## src/rtl/core/pva_pkg.sv

```systemverilog
package pva_pkg;

    localparam int STACK_DEPTH_DEF = 16;
    localparam logic [6:0] OCTAVE = 7'd12;

    localparam logic [2:0] MODE_MONO    = 3'd0;
    localparam logic [2:0] MODE_LOWEST  = 3'd1;
    localparam logic [2:0] MODE_NEWEST  = 3'd2;
    localparam logic [2:0] MODE_ROUND   = 3'd3;
    localparam logic [2:0] MODE_HIGHEST = 3'd4;

    localparam logic OP_NOTE_ON  = 1'b0;
    localparam logic OP_NOTE_OFF = 1'b1;

    localparam logic [1:0] REG_ALLOC_MODE = 2'd0;
    localparam logic [1:0] REG_THIRD_ON   = 2'd1;
    localparam logic [1:0] REG_SUB_OCT    = 2'd2;

    typedef struct packed {
        logic       operation;
        logic [6:0] key_note;
        logic [6:0] key_velocity;
    } event_t;

    typedef struct packed {
        logic [6:0] osc1_note;
        logic [6:0] osc2_note;
        logic [6:0] voice_velocity;
        logic       gate;
        logic       retrigger;
        logic       ext_off_valid;
        logic [6:0] ext_off_note;
        logic       ext_on_valid;
        logic [6:0] ext_on_note;
        logic [6:0] ext_on_velocity;
    } result_t;

    typedef struct packed {
        logic [2:0] alloc_mode;
        logic       third_voice_on;
        logic       sub_octave_on;
    } cfg_t;

endpackage

```

## src/rtl/core/pva_if.sv

```systemverilog
interface pva_event_if;
    logic             valid;
    logic             ready;
    pva_pkg::event_t  data;
    modport source (output valid, output data, input ready);
    modport sink (input valid, input data, output ready);
endinterface

interface pva_result_if;
    logic             valid;
    logic             ready;
    pva_pkg::result_t data;
    modport source (output valid, output data, input ready);
    modport sink (input valid, input data, output ready);
endinterface

```

## src/rtl/core/pva_cfg.sv

```systemverilog
module pva_cfg (
    input  logic         clk,
    input  logic         rst_n,
    input  logic         psel,
    input  logic         penable,
    input  logic         pwrite,
    input  logic [3:0]   paddr,
    input  logic [31:0]  pwdata,
    output logic [31:0]  prdata,
    output logic         pready,
    output pva_pkg::cfg_t cfg
);
    logic [2:0] mode_reg;
    logic       third_reg;
    logic       sub_reg;
    logic       wr;
    logic [1:0] idx;

    assign pready = 1'b1;
    assign wr = psel && penable && pwrite;
    assign idx = paddr[3:2];

    always_ff @(posedge clk or negedge rst_n)
    begin
        if (!rst_n)
        begin
            mode_reg  <= 3'd0;
            third_reg <= 1'b0;
            sub_reg   <= 1'b0;
        end
        else if (wr)
        begin
            case (idx)
                pva_pkg::REG_ALLOC_MODE: mode_reg <= pwdata[2:0];
                pva_pkg::REG_THIRD_ON:   third_reg <= pwdata[0];
                pva_pkg::REG_SUB_OCT:    sub_reg <= pwdata[0];
                default: ;
            endcase
        end
    end

    always_comb
    begin
        case (idx)
            pva_pkg::REG_ALLOC_MODE: prdata = {29'd0, mode_reg};
            pva_pkg::REG_THIRD_ON:   prdata = {31'd0, third_reg};
            pva_pkg::REG_SUB_OCT:    prdata = {31'd0, sub_reg};
            default:                 prdata = 32'd0;
        endcase
    end

    assign cfg.alloc_mode = mode_reg;
    assign cfg.third_voice_on = third_reg;
    assign cfg.sub_octave_on = sub_reg;
endmodule

```

## src/rtl/core/pva_core.sv

```systemverilog
// Sequencer over the held-note stack memory. One read port is shared by the
// match search, the gap close and the voice selection scans.
module pva_core #(
    parameter int STACK_DEPTH = pva_pkg::STACK_DEPTH_DEF
) (
    input  logic          clk,
    input  logic          rst_n,
    input  pva_pkg::cfg_t cfg,
    pva_event_if.sink     ev,
    pva_result_if.source  res
);
    localparam int AW = $clog2(STACK_DEPTH);
    localparam int CW = $clog2(STACK_DEPTH + 1);

    typedef enum logic [7:0] {
        S_IDLE   = 8'b00000001,
        S_FIND   = 8'b00000010,
        S_SHIFT  = 8'b00000100,
        S_ALLOC  = 8'b00001000,
        S_SCAN   = 8'b00010000,
        S_PICK   = 8'b00100000,
        S_FINISH = 8'b01000000,
        S_OUT    = 8'b10000000
    } state_t;

    logic [13:0] mem [STACK_DEPTH];

    state_t     state_reg, state_next;
    logic [CW-1:0] count_reg;
    logic [CW-1:0] ptr_reg;        // scan index, may equal the count
    logic [13:0]   rd_reg;
    logic [1:0]    rot_reg;
    logic [6:0]    ext_note_reg;
    logic          ext_valid_reg;
    logic [6:0]    osc1_reg, osc2_reg, vel_reg;
    logic [6:0]    key_reg;
    pva_pkg::result_t res_reg;
    logic          res_valid_reg;
    logic          retrig_reg;
    logic [1:0]    slot_reg;       // voice being filled
    logic [1:0]    nvoice_reg;     // voices to fill
    logic [2:0]    used_reg;       // round robin voices taken
    logic [CW-1:0] skip_reg;       // sorted rank being selected
    logic [6:0]    best_reg;
    logic          best_ok_reg;
    logic [CW-1:0] best_idx_reg;
    logic [CW-1:0] prev_idx_reg;   // index of last picked entry
    logic [6:0]    prev_note_reg;
    logic          rd_phase_reg;
    logic          on_valid_reg;
    logic [6:0]    on_note_reg, on_vel_reg;

    logic [1:0] voices;
    logic       desc;
    logic [1:0] first_v;
    logic [6:0] sub_n;

    assign voices = cfg.third_voice_on ? 2'd3 : 2'd2;
    assign desc = (cfg.alloc_mode == pva_pkg::MODE_HIGHEST);
    assign first_v = (rot_reg >= voices) ? rot_reg - voices : rot_reg;

    function automatic logic [6:0] shift_sub(input logic on, input logic [6:0] n);
        return (on && n >= pva_pkg::OCTAVE) ? n - pva_pkg::OCTAVE : n;
    endfunction

    assign ev.ready = (state_reg == S_IDLE) && !res_valid_reg;
    assign res.valid = res_valid_reg;
    assign res.data = res_reg;

    // A candidate beats the best one so far if it sorts strictly after the
    // previously picked (note, index) key and strictly before the best one.
    logic [6:0] cn;
    logic       after_prev, before_best;
    assign cn = rd_reg[13:7];
    always_comb
    begin
        if (skip_reg == '0)
            after_prev = 1'b1;
        else if (cn == prev_note_reg)
            after_prev = ptr_reg > prev_idx_reg;
        else
            after_prev = desc ? (cn < prev_note_reg) : (cn > prev_note_reg);
        if (!best_ok_reg)
            before_best = 1'b1;
        else
            before_best = desc ? (cn > best_reg) : (cn < best_reg);
    end

    always_ff @(posedge clk)
    begin
        rd_reg <= mem[ptr_reg[AW-1:0]];
        if (state_reg == S_IDLE && ev.valid && ev.ready &&
            ev.data.operation == pva_pkg::OP_NOTE_ON &&
            count_reg < CW'(STACK_DEPTH))
            mem[count_reg[AW-1:0]] <= {ev.data.key_note, ev.data.key_velocity};
        else if (state_reg == S_SHIFT && rd_phase_reg)
            mem[ptr_reg[AW-1:0] - AW'(1)] <= rd_reg;
    end

    logic [1:0] free_v;
    always_comb
    begin
        if (!used_reg[0])
            free_v = 2'd0;
        else if (!used_reg[1])
            free_v = 2'd1;
        else
            free_v = 2'd2;
    end

    always_ff @(posedge clk or negedge rst_n)
    begin
        if (!rst_n)
        begin
            state_reg     <= S_IDLE;
            count_reg     <= '0;
            rot_reg       <= 2'd0;
            ext_note_reg  <= 7'd0;
            ext_valid_reg <= 1'b0;
            osc1_reg      <= 7'd0;
            osc2_reg      <= 7'd0;
            vel_reg       <= 7'd0;
            res_valid_reg <= 1'b0;
            ptr_reg       <= '0;
            rd_phase_reg  <= 1'b0;
            key_reg       <= 7'd0;
            res_reg       <= '0;
            retrig_reg    <= 1'b0;
            slot_reg      <= 2'd0;
            nvoice_reg    <= 2'd0;
            used_reg      <= 3'd0;
            skip_reg      <= '0;
            best_reg      <= 7'd0;
            best_ok_reg   <= 1'b0;
            best_idx_reg  <= '0;
            prev_idx_reg  <= '0;
            prev_note_reg <= 7'd0;
            on_valid_reg  <= 1'b0;
            on_note_reg   <= 7'd0;
            on_vel_reg    <= 7'd0;
        end
        else
        begin
            if (res.valid && res.ready)
                res_valid_reg <= 1'b0;
            case (state_reg)
                S_IDLE:
                begin
                    if (ev.valid && ev.ready)
                    begin
                        key_reg <= ev.data.key_note;
                        retrig_reg <= 1'b0;
                        ptr_reg <= '0;
                        rd_phase_reg <= 1'b0;
                        if (ev.data.operation == pva_pkg::OP_NOTE_ON)
                        begin
                            if (count_reg < CW'(STACK_DEPTH))
                            begin
                                count_reg <= count_reg + CW'(1);
                                retrig_reg <= (cfg.alloc_mode == pva_pkg::MODE_MONO) ||
                                              (count_reg == '0);
                            end
                            else
                                retrig_reg <= (cfg.alloc_mode == pva_pkg::MODE_MONO) ||
                                              (count_reg == CW'(1));
                            state_reg <= S_ALLOC;
                        end
                        else
                            state_reg <= S_FIND;
                    end
                end
                S_FIND:
                begin
                    // Address issued in one cycle, data compared in the next.
                    if (!rd_phase_reg)
                    begin
                        if (ptr_reg >= count_reg)
                            state_reg <= S_ALLOC;
                        else
                            rd_phase_reg <= 1'b1;
                    end
                    else
                    begin
                        rd_phase_reg <= 1'b0;
                        ptr_reg <= ptr_reg + CW'(1);
                        if (rd_reg[13:7] == key_reg)
                            state_reg <= S_SHIFT;
                    end
                end
                S_SHIFT:
                begin
                    // ptr points one past the removed entry: copy down.
                    if (!rd_phase_reg)
                    begin
                        if (ptr_reg >= count_reg)
                        begin
                            count_reg <= count_reg - CW'(1);
                            state_reg <= S_ALLOC;
                        end
                        else
                            rd_phase_reg <= 1'b1;
                    end
                    else
                    begin
                        rd_phase_reg <= 1'b0;
                        ptr_reg <= ptr_reg + CW'(1);
                    end
                end
                S_ALLOC:
                begin
                    res_reg.ext_off_valid <= ext_valid_reg;
                    res_reg.ext_off_note <= ext_valid_reg ? ext_note_reg : 7'd0;
                    ext_valid_reg <= 1'b0;
                    on_valid_reg <= 1'b0;
                    on_note_reg <= 7'd0;
                    on_vel_reg <= 7'd0;
                    slot_reg <= 2'd0;
                    skip_reg <= '0;
                    best_ok_reg <= 1'b0;
                    rd_phase_reg <= 1'b0;
                    used_reg <= 3'd0;
                    nvoice_reg <= (count_reg < CW'(voices)) ? count_reg[1:0] : voices;
                    if (count_reg == '0 || cfg.alloc_mode > pva_pkg::MODE_HIGHEST)
                        state_reg <= S_FINISH;
                    else if (cfg.alloc_mode == pva_pkg::MODE_MONO || count_reg == CW'(1))
                    begin
                        ptr_reg <= count_reg - CW'(1);
                        if (cfg.alloc_mode == pva_pkg::MODE_ROUND)
                            rot_reg <= 2'd0;
                        nvoice_reg <= 2'd0;
                        state_reg <= S_PICK;
                    end
                    else if (cfg.alloc_mode == pva_pkg::MODE_LOWEST ||
                             cfg.alloc_mode == pva_pkg::MODE_HIGHEST)
                    begin
                        ptr_reg <= '0;
                        state_reg <= S_SCAN;
                    end
                    else
                    begin
                        ptr_reg <= count_reg - CW'(1);
                        if (cfg.alloc_mode == pva_pkg::MODE_ROUND)
                        begin
                            slot_reg <= first_v;
                            rot_reg <= (first_v + 2'd1 == voices) ? 2'd0 : first_v + 2'd1;
                        end
                        state_reg <= S_PICK;
                    end
                end
                S_SCAN:
                begin
                    // Selection sort: one pass per voice finds the next key.
                    if (!rd_phase_reg)
                    begin
                        if (ptr_reg >= count_reg)
                        begin
                            ptr_reg <= best_idx_reg;
                            state_reg <= S_PICK;
                        end
                        else
                            rd_phase_reg <= 1'b1;
                    end
                    else
                    begin
                        rd_phase_reg <= 1'b0;
                        if (after_prev && before_best)
                        begin
                            best_reg <= cn;
                            best_ok_reg <= 1'b1;
                            best_idx_reg <= ptr_reg;
                        end
                        ptr_reg <= ptr_reg + CW'(1);
                    end
                end
                S_PICK:
                begin
                    if (!rd_phase_reg)
                        rd_phase_reg <= 1'b1;
                    else
                    begin
                        rd_phase_reg <= 1'b0;
                        if (nvoice_reg == 2'd0)
                        begin
                            // Both oscillators play one note.
                            osc1_reg <= rd_reg[13:7];
                            vel_reg <= rd_reg[6:0];
                            osc2_reg <= shift_sub(cfg.sub_octave_on, rd_reg[13:7]);
                            state_reg <= S_FINISH;
                        end
                        else
                        begin
                            case (slot_reg)
                                2'd0:
                                begin
                                    osc1_reg <= rd_reg[13:7];
                                    vel_reg <= rd_reg[6:0];
                                end
                                2'd1: osc2_reg <= shift_sub(cfg.sub_octave_on, rd_reg[13:7]);
                                default:
                                begin
                                    on_valid_reg <= 1'b1;
                                    on_note_reg <= rd_reg[13:7];
                                    on_vel_reg <= rd_reg[6:0];
                                    ext_note_reg <= rd_reg[13:7];
                                    ext_valid_reg <= 1'b1;
                                end
                            endcase
                            nvoice_reg <= nvoice_reg - 2'd1;
                            used_reg[slot_reg] <= 1'b1;
                            if (nvoice_reg == 2'd1)
                                state_reg <= S_FINISH;
                            else if (cfg.alloc_mode == pva_pkg::MODE_LOWEST ||
                                     cfg.alloc_mode == pva_pkg::MODE_HIGHEST)
                            begin
                                prev_note_reg <= rd_reg[13:7];
                                prev_idx_reg <= ptr_reg;
                                skip_reg <= skip_reg + CW'(1);
                                best_ok_reg <= 1'b0;
                                slot_reg <= slot_reg + 2'd1;
                                ptr_reg <= '0;
                                state_reg <= S_SCAN;
                            end
                            else
                            begin
                                ptr_reg <= ptr_reg - CW'(1);
                                if (cfg.alloc_mode == pva_pkg::MODE_ROUND)
                                begin
                                    if (slot_reg != 2'd0 && !used_reg[0])
                                        slot_reg <= 2'd0;
                                    else if (slot_reg != 2'd1 && !used_reg[1])
                                        slot_reg <= 2'd1;
                                    else
                                        slot_reg <= free_v == slot_reg ? 2'd2 : free_v;
                                end
                                else
                                    slot_reg <= slot_reg + 2'd1;
                            end
                        end
                    end
                end
                S_FINISH:
                begin
                    state_reg <= S_OUT;
                end
                S_OUT:
                begin
                    res_reg.osc1_note <= osc1_reg;
                    res_reg.osc2_note <= osc2_reg;
                    res_reg.voice_velocity <= vel_reg;
                    res_reg.gate <= (count_reg != '0);
                    res_reg.retrigger <= retrig_reg;
                    res_reg.ext_on_valid <= on_valid_reg;
                    res_reg.ext_on_note <= on_note_reg;
                    res_reg.ext_on_velocity <= on_vel_reg;
                    res_valid_reg <= 1'b1;
                    state_reg <= S_IDLE;
                end
                default: state_reg <= S_IDLE;
            endcase
        end
    end
endmodule

```

## src/rtl/core/paraphonic_voice_allocator.sv

```systemverilog
// From acceptance to result, a note off walks the stack entry by entry, and sorted
// modes scan the stack once per voice.
// Throughput: one item at a time; ready is low from acceptance until result is taken.
// The single-port stack memory sets these limits.
// Reset: rst_n clears all control and configuration state; stack is not cleared.
module paraphonic_voice_allocator #(
    parameter int STACK_DEPTH = pva_pkg::STACK_DEPTH_DEF
) (
    input  logic        clk,
    input  logic        rst_n,
    pva_event_if.sink    ev,
    pva_result_if.source res,
    input  logic        psel,
    input  logic        penable,
    input  logic        pwrite,
    input  logic [3:0]  paddr,
    input  logic [31:0] pwdata,
    output logic [31:0] prdata,
    output logic        pready
);
    pva_pkg::cfg_t cfg;

    pva_cfg u_cfg (
        .clk(clk), .rst_n(rst_n), .psel(psel), .penable(penable), .pwrite(pwrite),
        .paddr(paddr), .pwdata(pwdata), .prdata(prdata), .pready(pready), .cfg(cfg)
    );

    pva_core #(.STACK_DEPTH(STACK_DEPTH)) u_core (
        .clk(clk), .rst_n(rst_n), .cfg(cfg), .ev(ev), .res(res)
    );
endmodule
```

## src/flat_wrapper.sv

```systemverilog
// flat-port wrapper written by rule: the top's interface ports become plain ports
module paraphonic_voice_allocator_flat 
#(
    parameter int STACK_DEPTH = pva_pkg::STACK_DEPTH_DEF
)
  (clk, rst_n, psel, penable, pwrite, paddr, pwdata, prdata, pready, ev_valid, ev_data, ev_ready, res_valid, res_data, res_ready);
  pva_event_if ev_i ();
  pva_result_if res_i ();
  input  logic clk;
  input  logic rst_n;
  input  logic psel;
  input  logic penable;
  input  logic pwrite;
  input  logic [3:0] paddr;
  input  logic [31:0] pwdata;
  output logic [31:0] prdata;
  output logic pready;
  input wire logic [$bits(ev_i.valid)-1:0] ev_valid;
  input wire logic [$bits(ev_i.data)-1:0] ev_data;
  output wire logic [$bits(ev_i.ready)-1:0] ev_ready;
  output wire logic [$bits(res_i.valid)-1:0] res_valid;
  output wire logic [$bits(res_i.data)-1:0] res_data;
  input wire logic [$bits(res_i.ready)-1:0] res_ready;
  assign ev_i.valid = ev_valid;
  assign ev_i.data = ev_data;
  assign ev_ready = ev_i.ready;
  assign res_valid = res_i.valid;
  assign res_data = res_i.data;
  assign res_i.ready = res_ready;
  paraphonic_voice_allocator #(.STACK_DEPTH(STACK_DEPTH)) u_core (.clk(clk), .rst_n(rst_n), .ev(ev_i), .res(res_i), .psel(psel), .penable(penable), .pwrite(pwrite), .paddr(paddr), .pwdata(pwdata), .prdata(prdata), .pready(pready));
endmodule
```

## config.mk

```make
export PLATFORM = sky130hd
export DESIGN_NAME = paraphonic_voice_allocator_flat
export DESIGN_NICKNAME = d
export VERILOG_FILES = /design/src/rtl/core/pva_pkg.sv /design/src/rtl/core/pva_if.sv /design/src/rtl/core/pva_cfg.sv /design/src/rtl/core/pva_core.sv /design/src/rtl/core/paraphonic_voice_allocator.sv /design/src/flat_wrapper.sv
export SDC_FILE = /design/constraint.sdc
export NUM_CORES = 1
export LEC_CHECK = 0
export ABC_AREA = 1
export BUFFER_PORTS_ARGS = -buffer_cell sky130_fd_sc_hd__buf_2
export CORE_AREA = 2 2 185 187
export CTS_CLUSTER_SIZE = 24
export DETAILED_ROUTE_END_ITERATION = 8
export DIE_AREA = 0 0 187 189
export GPL_TIMING_DRIVEN = 0
export PLACE_DENSITY = 0.74
export SETUP_SLACK_MARGIN = 0.15
export SLEW_MARGIN = 20
export SYNTH_ARGS = -nofsm -noshare
export SYNTH_HDL_FRONTEND = slang
export SYNTH_SLANG_ARGS = --single-unit
```

## constraint.sdc

```tcl
create_clock -name clk -period 2.79 [get_ports clk]
set_input_delay 0.558 -clock clk [delete_from_list [all_inputs] [get_ports clk]]
set_output_delay 0.558 -clock clk [all_outputs]
set_load 0.02 [all_outputs]
```

==> flow_summary.json <==
{
  "status": "complete, no violations",
  "drive_gt1_frac": 0.171,
  "die_x_um": 187,
  "fin_crit_sh": 0.915,
  "yosysTopAreaCellShare": 0.378,
  "startpoint_type": "flip-flop",
  "finalHoldViolations": 0,
  "use_met1": 0.343,
  "grt_pass1_vias": 13300,
  "die-area_um2": 35300,
  "synthFlopType": "edfxtp_1",
  "grt_pass1_wl_mm": 72.7,
  "rsz0062_at_grt": "true",
  "maxCapViolCount": 0,
  "largest_reg_flops": 224,
  "syn-cell-area_um2": 17800,
  "synth-seq-area-share": 0.618,
  "cts_tree": "done",
  "synth_cells": 1748,
  "cts_buffer_depth": 3,
  "period_needed_ns": 2.55,
  "min_path_type": "in2reg",
  "rows": 67,
  "io_buffer_count": 77,
  "worstPathRequired_ns": 3.19,
  "hpwl_mm": 30.7,
  "syn_to_final_growth_pct": 17.9,
  "synth_common_cells": "nand2_1 (363), o21ai_0 (232), edfxtp_1 (224)",
  "wl_per_cell_um": 19.5,
  "tightest_slew_ns": 0.804,
  "pin_count": 139,
  "crit_type": "reg2reg",
  "antenna_found_initial": 0,
  "gp_congestion": 0.903,
  "grt_max_degree": 92,
  "tns_ns": 0,
  "diodes": 0,
  "p_leak_nw": 8.94,
  "total_power_mw": 18.1,
  "ant_nets": 0,
  "use_met3": 0.0436,
  "top_usage_layer": "met2",
  "synth_top_area_cell": "edfxtp_1",
  "syn_area_per_cell_um2": 10.2,
  "yosysWarnings": 0,
  "die_height_um": 189,
  "drc": 0,
  "internal_power_mw": 11.4,
  "finish.net_count": 2035,
  "cp-end-kind": "flip-flop",
  "layout_setup_ws_ns": 0.237,
  "synth_most_common_cell": "nand2_1",
  "clock_latency_ns": 0.55,
  "viasPerCell": 5.66,
  "synth_cell_type_count": 56,
  "h-tree-depth": 2,
  "ir_worst_vdd_v": 0.000578,
  "ys_ff_latch": 398,
  "path_max_fanout": 10,
  "pwr-share-seq": 0.396,
  "cellPowerDensity_nw_per_um2": 860,
  "pwr-share-comb": 0.312,
  "track_usage": 0.265,
  "cts_sinks": 398,
  "place_ws_ns": -1.03,
  "cts_buffers": 41,
  "gr-total-overflow": 0,
  "skew_ns": 0.0183,
  "timing.slew.headroom": 0.464,
  "synth_edf_count": 224,
  "first_iter_violations": 1334,
  "setup_viol_count_final": 0,
  "root_buffer": "clkbuf_16",
  "report.final.slew_viol_count": 0,
  "vias": 13700,
  "start_util": 0.535,
  "synth_async_sr_flop_share": 0.402,
  "wirelength_mm": 47.2,
  "fmax_mhz": 392,
  "crit_arrival_ns": 2.95,
  "swShare": 0.367,
  "clk_pin_slew_ns": 0.06,
  "pwr-share-clk": 0.292,
  "firstDrtPassIters": 6,
  "synthTopCellsByArea": "edfxtp_1 (38%), dfrtp_1 (22%), nand2_1 (7.7%)",
  "design.core.area_um2": 33300,
  "p_sw_mw": 6.62,
  "use_met2": 0.443
}
## logic make-up (layout without fill, tap and decap cells)
kind of cell,count (synthesis),after routing,synth area share
AND/OR/NAND/NOR,672,672,0.162
flip-flops,398,398,0.618
AO/OA/AOI/OAI,355,355,0.114
buffers and inverters,254,449,0.0634
adder cells (fa/ha/maj),39,39,0.0274
XOR/XNOR,26,26,0.0128
other,2,30,0.000422
multiplexers,2,2,0.00112
## final cells by class
| cell class | count | area [um^2] |
|---|---|---|
| clock inverters | 21 | 133 |
| inverters | 154 | 587 |
| well taps | 448 | 561 |
| fillers | 2562 | 12300 |
| plain buffers | 100 | 594 |
| multi-input cells | 1124 | 6010 |
| flip-flops and latches | 398 | 11000 |
| repair buffers | 119 | 952 |
| clock buffers | 55 | 1150 |
## power by group through the flow
| stage | combinational, mW | sequential [mW] | clock, mW |
|---|---|---|---|
| after floorplan | 3.57 | 7.11 | 0 |
| after global placement | 4.89 | 7.26 | 0 |
| after detailed placement | 5.10 | 7.26 | 0 |
| after CTS | 5.32 | 7.14 | 5.26 |
| after global routing | 6.17 | 7.20 | 5.53 |
| final | 5.63 | 7.16 | 5.27 |
## cell usage in the layout (no fill, tap or decap), types with 15 or more instances in the layout
cell type,count
conb_1,30
clkbuf_16,44
o21ai_1,15
nor2_4,25
o21ai_0,215
nand3_1,58
nand4_1,21
nor2_1,160
buf_4,48
nand2_1,358
xor2_1,19
edfxtp_1,224
ha_1,38
a21oi_1,26
clkbuf_1,50
o22ai_1,35
o221ai_1,22
buf_2,93
buf_12,15
dfrtp_1,158
inv_1,141
## layer usage
layer	up-vias	routed length (um)	part of all wire
li1	6256	-	-
met2	747	22600	0.48
met4	0	2100	0.044
met5	-	0	0
met1	6539	18300	0.39
met3	149	4230	0.090
## critical path, cell delays in order (launching register included)
cell	delay, ns
dfrtp_1	0.44
nor2_4	0.15
nand3_1	0.14
nor2_4	0.17
nand2_4	0.13
clkbuf_1	0.37
o21ai_1	0.71
buf_4	0.29
## metrics by stage
step / hold WS [ns] / cells / utilization / area (um^2)
after floorplan: 0.262 / 1776 / - / 17900
after global placement: 0.455 / 2301 / 0.567 / 18900
after detailed placement: 0.458 / 2314 / 0.573 / 19100
after CTS: 0.215 / 2412 / 0.626 / 20800
after global routing: 0.215 / 2419 / 0.631 / 21000
final: 0.215 / 2419 / 0.631 / 21000
## worst paths after layout
kind | slack, ns | cells past startpoint | end | start
worst max-delay path | 0.24 | 7 | u_core.u_core.mem[10][6] | u_core.u_core.state_reg[1]
worst min-delay path | 0.21 | 2 | u_core.u_core.res.valid | res_ready
worst max register to register | 0.24 | 7 | u_core.u_core.mem[10][6] | u_core.u_core.state_reg[1]
worst min register to register | 0.47 | 2 | u_core.u_core.best_reg[3] | u_core.u_core.best_reg[3]
max in group asynchronous | 1.38 | 3 | u_core.u_core.vel_reg[2] | rst_n
min in group asynchronous | 0.57 | 2 | u_core.u_cfg.sub_reg | rst_n
## timing repair
| item | in CTS | in global routing |
|---|---|---|
| cloned | 0 | 1 |
| hold buffers | 1 | 0 |
| pin swaps | 18 | 2 |
| endpoints found under the setup margin | 246 | 279 |
| endpoints found under the hold margin | 2 | 0 |
| gates resized for setup | 35 | 28 |
| setup buffers | 21 | 6 |
Note: power is estimated with default switching activity, not from simulation.
